`config.mk`:
```
export PLATFORM = sky130hd
export DESIGN_NAME = pcbtb_regs
export DESIGN_NICKNAME = d
export VERILOG_FILES = /design/src/hw/rtl/pcbtb_pkg.sv /design/src/hw/rtl/pcbtb_regs.sv
export SDC_FILE = /design/constraint.sdc
export NUM_CORES = 1
export LEC_CHECK = 0
export ABC_AREA = 1
export BUFFER_PORTS_ARGS = -buffer_cell sky130_fd_sc_hd__buf_2
export CAP_MARGIN = 40
export CORE_MARGIN = 8
export CORE_UTILIZATION = 51
export DETAILED_ROUTE_END_ITERATION = 7
export GPL_TIMING_DRIVEN = 0
export PLACE_DENSITY = 0.81
export SLEW_MARGIN = 10
export SYNTH_ARGS = -nofsm -noshare
export SYNTH_HDL_FRONTEND = slang
export SYNTH_SLANG_ARGS = --single-unit
```
`constraint.sdc`:
```
create_clock -name clk -period 2.1 [get_ports clk]
set_clock_uncertainty 0.15 [all_clocks]
set_input_delay 0.42 -clock clk [delete_from_list [all_inputs] [get_ports clk]]
set_output_delay 0.42 -clock clk [all_outputs]
set_load 0.01 [all_outputs]
```
`src/hw/rtl/pcbtb_pkg.sv`:
```
package pcbtb_pkg;

  localparam int CFG_AW = 5;
  localparam int CFG_DW = 32;

  localparam logic [2:0] REG_W_LLC_RD   = 3'd0;
  localparam logic [2:0] REG_W_LLC_WR   = 3'd1;
  localparam logic [2:0] REG_W_MEM_RD   = 3'd2;
  localparam logic [2:0] REG_W_MEM_WR   = 3'd3;
  localparam logic [2:0] REG_BUDGET     = 3'd4;
  localparam logic [2:0] REG_PERIOD     = 3'd5;
  localparam logic [2:0] REG_CAP_MULT   = 3'd6;

  localparam logic [1:0] DEC_NONE   = 2'd0;
  localparam logic [1:0] DEC_PAUSE  = 2'd1;
  localparam logic [1:0] DEC_RESUME = 2'd2;

  localparam logic signed [31:0] LVL_MAX = 32'sh7FFFFFFF;
  localparam logic signed [31:0] LVL_MIN = 32'sh80000000;

  typedef struct packed {
    logic [15:0] w_llc_rd;
    logic [15:0] w_llc_wr;
    logic [15:0] w_mem_rd;
    logic [15:0] w_mem_wr;
    logic [15:0] budget;
    logic [15:0] period;
    logic [7:0]  cap_mult;
  } pcbtb_cfg_t;

  localparam pcbtb_cfg_t CFG_RESET = '{
    w_llc_rd: 16'd10000,
    w_llc_wr: 16'd0,
    w_mem_rd: 16'd6120,
    w_mem_wr: 16'd4400,
    budget:   16'd86,
    period:   16'd2000,
    cap_mult: 8'd2
  };

  typedef struct packed {
    logic signed [31:0] bucket;
    logic               thr;
    logic [31:0]        cnt;
  } pcbtb_ent_t;

endpackage

```
`src/hw/rtl/pcbtb_regs.sv`:
```
module pcbtb_regs
  import pcbtb_pkg::*;
(
  input  logic              clk,
  input  logic              rst_n,
  input  logic              cfg_psel,
  input  logic              cfg_penable,
  input  logic              cfg_pwrite,
  input  logic [CFG_AW-1:0] cfg_paddr,
  input  logic [CFG_DW-1:0] cfg_pwdata,
  output logic [CFG_DW-1:0] cfg_prdata,
  output logic              cfg_pready,
  output pcbtb_cfg_t        cfg
);
  pcbtb_cfg_t cfg_r;
  pcbtb_cfg_t cfg_nxt;
  logic [2:0] idx;
  logic       wr;

  assign idx = cfg_paddr[4:2];
  assign wr  = cfg_psel && cfg_penable && cfg_pwrite;

  always_comb begin
    cfg_nxt = cfg_r;
    if (wr) begin
      case (idx)
        REG_W_LLC_RD: cfg_nxt.w_llc_rd = cfg_pwdata[15:0];
        REG_W_LLC_WR: cfg_nxt.w_llc_wr = cfg_pwdata[15:0];
        REG_W_MEM_RD: cfg_nxt.w_mem_rd = cfg_pwdata[15:0];
        REG_W_MEM_WR: cfg_nxt.w_mem_wr = cfg_pwdata[15:0];
        REG_BUDGET:   cfg_nxt.budget   = cfg_pwdata[15:0];
        REG_PERIOD:   cfg_nxt.period   = cfg_pwdata[15:0];
        REG_CAP_MULT: cfg_nxt.cap_mult = cfg_pwdata[7:0];
        default: ;
      endcase
    end
  end

  always_ff @(posedge clk) begin
    if (!rst_n) begin
      cfg_r <= CFG_RESET;
    end else begin
      cfg_r <= cfg_nxt;
    end
  end

  always_comb begin
    case (idx)
      REG_W_LLC_RD: cfg_prdata = {16'd0, cfg_r.w_llc_rd};
      REG_W_LLC_WR: cfg_prdata = {16'd0, cfg_r.w_llc_wr};
      REG_W_MEM_RD: cfg_prdata = {16'd0, cfg_r.w_mem_rd};
      REG_W_MEM_WR: cfg_prdata = {16'd0, cfg_r.w_mem_wr};
      REG_BUDGET:   cfg_prdata = {16'd0, cfg_r.budget};
      REG_PERIOD:   cfg_prdata = {16'd0, cfg_r.period};
      REG_CAP_MULT: cfg_prdata = {24'd0, cfg_r.cap_mult};
      default:      cfg_prdata = '0;
    endcase
  end

  assign cfg_pready = 1'b1;
  assign cfg        = cfg_r;
endmodule

```
# Word level (Yosys, flattened, before mapping)
# Cells that the tools add are included.
dict set report classes {
  n_mux 1
  reduce_logical 10
  n_eq_ne 6
}
# operator count
set op_table {}
lappend op_table {{16-bit one-hot mux with 7 select lines} 1}
lappend op_table {{2-bit AND reduction} 7}
lappend op_table {{3-bit equality test, second input constant} 3}
lappend op_table {{3-bit by 2-bit equality test with 1-bit output, second input constant} 2}
lappend op_table {{3-bit by 1-bit equality test with 1-bit output, second input constant} 1}
lappend op_table {{3-bit zero test} 1}
lappend op_table {{1-bit logical AND} 2}
dict set report totals {
  regBits 104
  in_bits 42
  word_cells 24
}

# Logic depth before layout (Yosys ltp)
dict set report logic_depth {
  word_depth 3
  mapped_depth 10
  mapped_depth_nobuf 7
}

# Worst setup path after synthesis
# OpenSTA, ideal clock, no wires.
dict set report synth_timing {
  kind {input to output}
  startpoint {in cfg_paddr[3]}
  endpoint {out cfg_prdata[8]}
  arrival_ns 1.305
  slack_ns 0.225
  path_buffers 3
  cell_stages 10
  cell_sequence {buf_6 > inv_4 > buf_6 > nand2_1 > nor2_4 > buf_6 > nand2_1 > nand2_1 > inv_1 > nand2_1}
}
dict set report synth_via {
  elab_chain_cells 2
}
# element line
set synth_rtl {}
lappend synth_rtl {{start, declared} pcbtb_regs.sv:9} ;# input logic [CFG_AW-1:0] cfg_paddr,
lappend synth_rtl {{3-bit equality test (tied with other cells)} pcbtb_regs.sv:48} ;# case (idx)
lappend synth_rtl {{16-bit one-hot mux with 7 select lines *} pcbtb_regs.sv:48}
lappend synth_rtl {{end, declared} pcbtb_regs.sv:11} ;# output logic [CFG_DW-1:0] cfg_prdata,
# Mark *: on every way between the ends. The rest lies on a longest branch, timed or not.

# Final worst setup path
dict set report layout_timing {
  startpoint {in cfg_paddr[4]}
  endpoint {out cfg_prdata[1]}
}
# Same word-level chain as after synthesis.

==> results.toml <==
[yosys]
synth.avg_cell_area_um2 = 6.518
yosys_warnings = 0
syn_inst = 822
ys_types = 20
synth-seq-cells = 104
syn_area_um2 = 5358
yosysSeqAreaShare_pct = 38.86

[floorplanning]
dieHeight_um = 118.5
ios = 179
start_util_pct = 52.13
die-area_um2 = 14040
core_um2 = 10280
die_w_um = 118.5
rows = 37

[route]
drtIter0Drc = 680
wl_um = 20630
firstDrtPassIters = 5
vias = 6140
ant_nets = 0
post_drt_wl_per_cell_um = 18.04
vias_per_cell = 5.367
route.detailed.drc = 0

[cts]
clock_sinks = 104
cts_tree = "done"
htreeDepth = 3
clockBufferDepth = 2
postCtsHoldBufs = 0
cts_buffers = 9
cts_root_buf = "clkbuf_8"
clk_latency_ns = 0.37
cts.clk_slew.worst_paths_ns = 0.10

[timing]
hold_violations = 0
fmax_mhz = 469.4
fin_ws_ns = -0.03046
worst_pin_slew_ns = 0.6693
post-route-period-util_pct = 101.5
min_period_ns = 2.130
hold_slack_ns = 0.1239
slew_headroom_pct = 55.38
drv_slew = 0
finalSetupViolCount = 3
grt_setup_unrepaired = "yes"

[cells_and_area]
final_cell_mix = "nand2_1 (247), nor2_1 (169), buf_2 (148), nand3_1 (108), dfxtp_1 (104)"
final_common_cell = "nand2_1"
n_antenna_cell = 0
final_area_um2 = 6835
final_layout_size_suffix_gt1_share_pct = 27.28
largest_reg_flops = 104
area_delta_synth_final_pct = 27.58
nets = 1046

[worst_setup_path]
arrival_ns = 1.56
worstPathRequired_ns = 1.53
worstSetupStartpointType = "primary input"
endpoint_kind = "output pin"
critPathKind = "in2out"
path_max_fanout = 10

[placement]
portBuffers = 140
post-dp-hpwl_um = 15580
placed_area_um2 = 6285
gp_congestion = 0.9848

[run_status]
status = "finished with violations"
violations = "setup timing"

[pwr]
leakagePower_nw = 3.504
peakVddDrop_v = 0.0003577
power_density_nw_per_um2 = 598.1

[global_routing]
grt.total_usage_pct = 27.90
antenna_found_initial = 0
grt_max_degree = 17
first_global_vias = 5480
grt_pass1_wl_um = 31000
grt.overflow.total = 0

[run]
drv_cap = 0

[min_path]
hold_class = "in2reg"
==> what timing repair did <==
item                       CTS  global route
setup endpoints to repair   16            16
gates cloned                 0             0
pin swaps                    5            16
resized for setup           28            44
setup buffers                7            10
==> worst paths after layout <==
path | startpoint | to | slack, ns | depth (start not counted)
worst max-delay path | cfg_paddr[4] | cfg_prdata[1] | -0.03 | 9
worst min-delay path | cfg_pwdata[3] | cfg[59] | 0.12 | 3
worst max register to register | cfg[1] | cfg[1] | 1.30 | 2
worst min register to register | cfg[44] | cfg[44] | 0.34 | 2
==> kinds of logic (layout without fill, tap and decap cells) <==
group	after synthesis	count (layout)	synth area share (%)
AO/OA/AOI/OAI	7	7	0.6538
buffers and inverters	107	278	11.05
flip-flops	104	104	38.86
other	2	17	0.1402
AND/OR/NAND/NOR	602	602	49.30
==> routing by layer <==
| metal | GRT usage (%) | share of wire (%) | vias up |
|---|---|---|---|
| met5 | 0 | 0 | - |
| met4 | 14.39 | 4.9 | 0 |
| met3 | 5.378 | 12 | 57 |
| met2 | 42.31 | 44 | 424 |
| met1 | 37.04 | 39 | 2743 |
| li1 | - | - | 2916 |
==> worst max-delay path: stages <==
cell     delay [ns]
buf_2          0.15
buf_12         0.16
buf_6          0.14
buf_8          0.14
nand3_1        0.12
nand2_1        0.08
nor2_2         0.13
nand2_1        0.08
buf_2          0.14
==> layout make-up <==
class                   count  area [um2]
flip-flops and latches    104        2082
well taps                 136       170.2
plain buffers              70       534.3
fillers                   965        3442
clock inverters             4       77.57
clock buffers              11       151.4
inverters                  36       140.1
multi-input cells         626        2845
repair buffers            157       834.6
==> report_power, final <==
group          total [mW]  switching [mW]  internal, mW
Clock                1.46           0.720         0.736
Sequential           2.02          0.0226          2.00
Combinational       0.613           0.402         0.211
==> cell usage after synthesis <==
| library cell | instances | share of area (%) |
|---|---|---|
| buf_1 | 15 | 1.1 |
| buf_2 | 18 | 1.7 |
| buf_4 | 24 | 3.4 |
| buf_6 | 10 | 2.1 |
| clkbuf_1 | 4 | 0.28 |
| conb_1 | 2 | 0.14 |
| dfxtp_1 | 104 | 39 |
| inv_1 | 32 | 2.2 |
| inv_2 | 3 | 0.21 |
| inv_4 | 1 | 0.12 |
| nand2_1 | 254 | 18 |
| nand2_2 | 3 | 0.35 |
| nand3_1 | 109 | 10 |
| nand3_4 | 4 | 1.3 |
| nand4_1 | 35 | 4.1 |
| nor2_1 | 184 | 13 |
| nor2_2 | 4 | 0.47 |
| nor2_4 | 7 | 1.5 |
| nor2_8 | 2 | 0.75 |
| o21ai_0 | 7 | 0.65 |
==> stage by stage <==
step	total power [mW]	TNS, ns	std cells	util, %	worst slack (ns)
finish	4.088	-0.05516	1144	66.51	-0.03046
global route	4.197	-0.1743	1144	66.51	-0.03429
CTS	4.024	-0.03343	1134	64.55	-0.02945
detailed placement	2.599	-2.815	1113	61.15	-0.2091
global placement	2.595	-2.916	1113	61.15	-0.2335
floorplan	2.398	0	837	-	0.2247
Note: power is estimated with default switching activity, not from simulation.
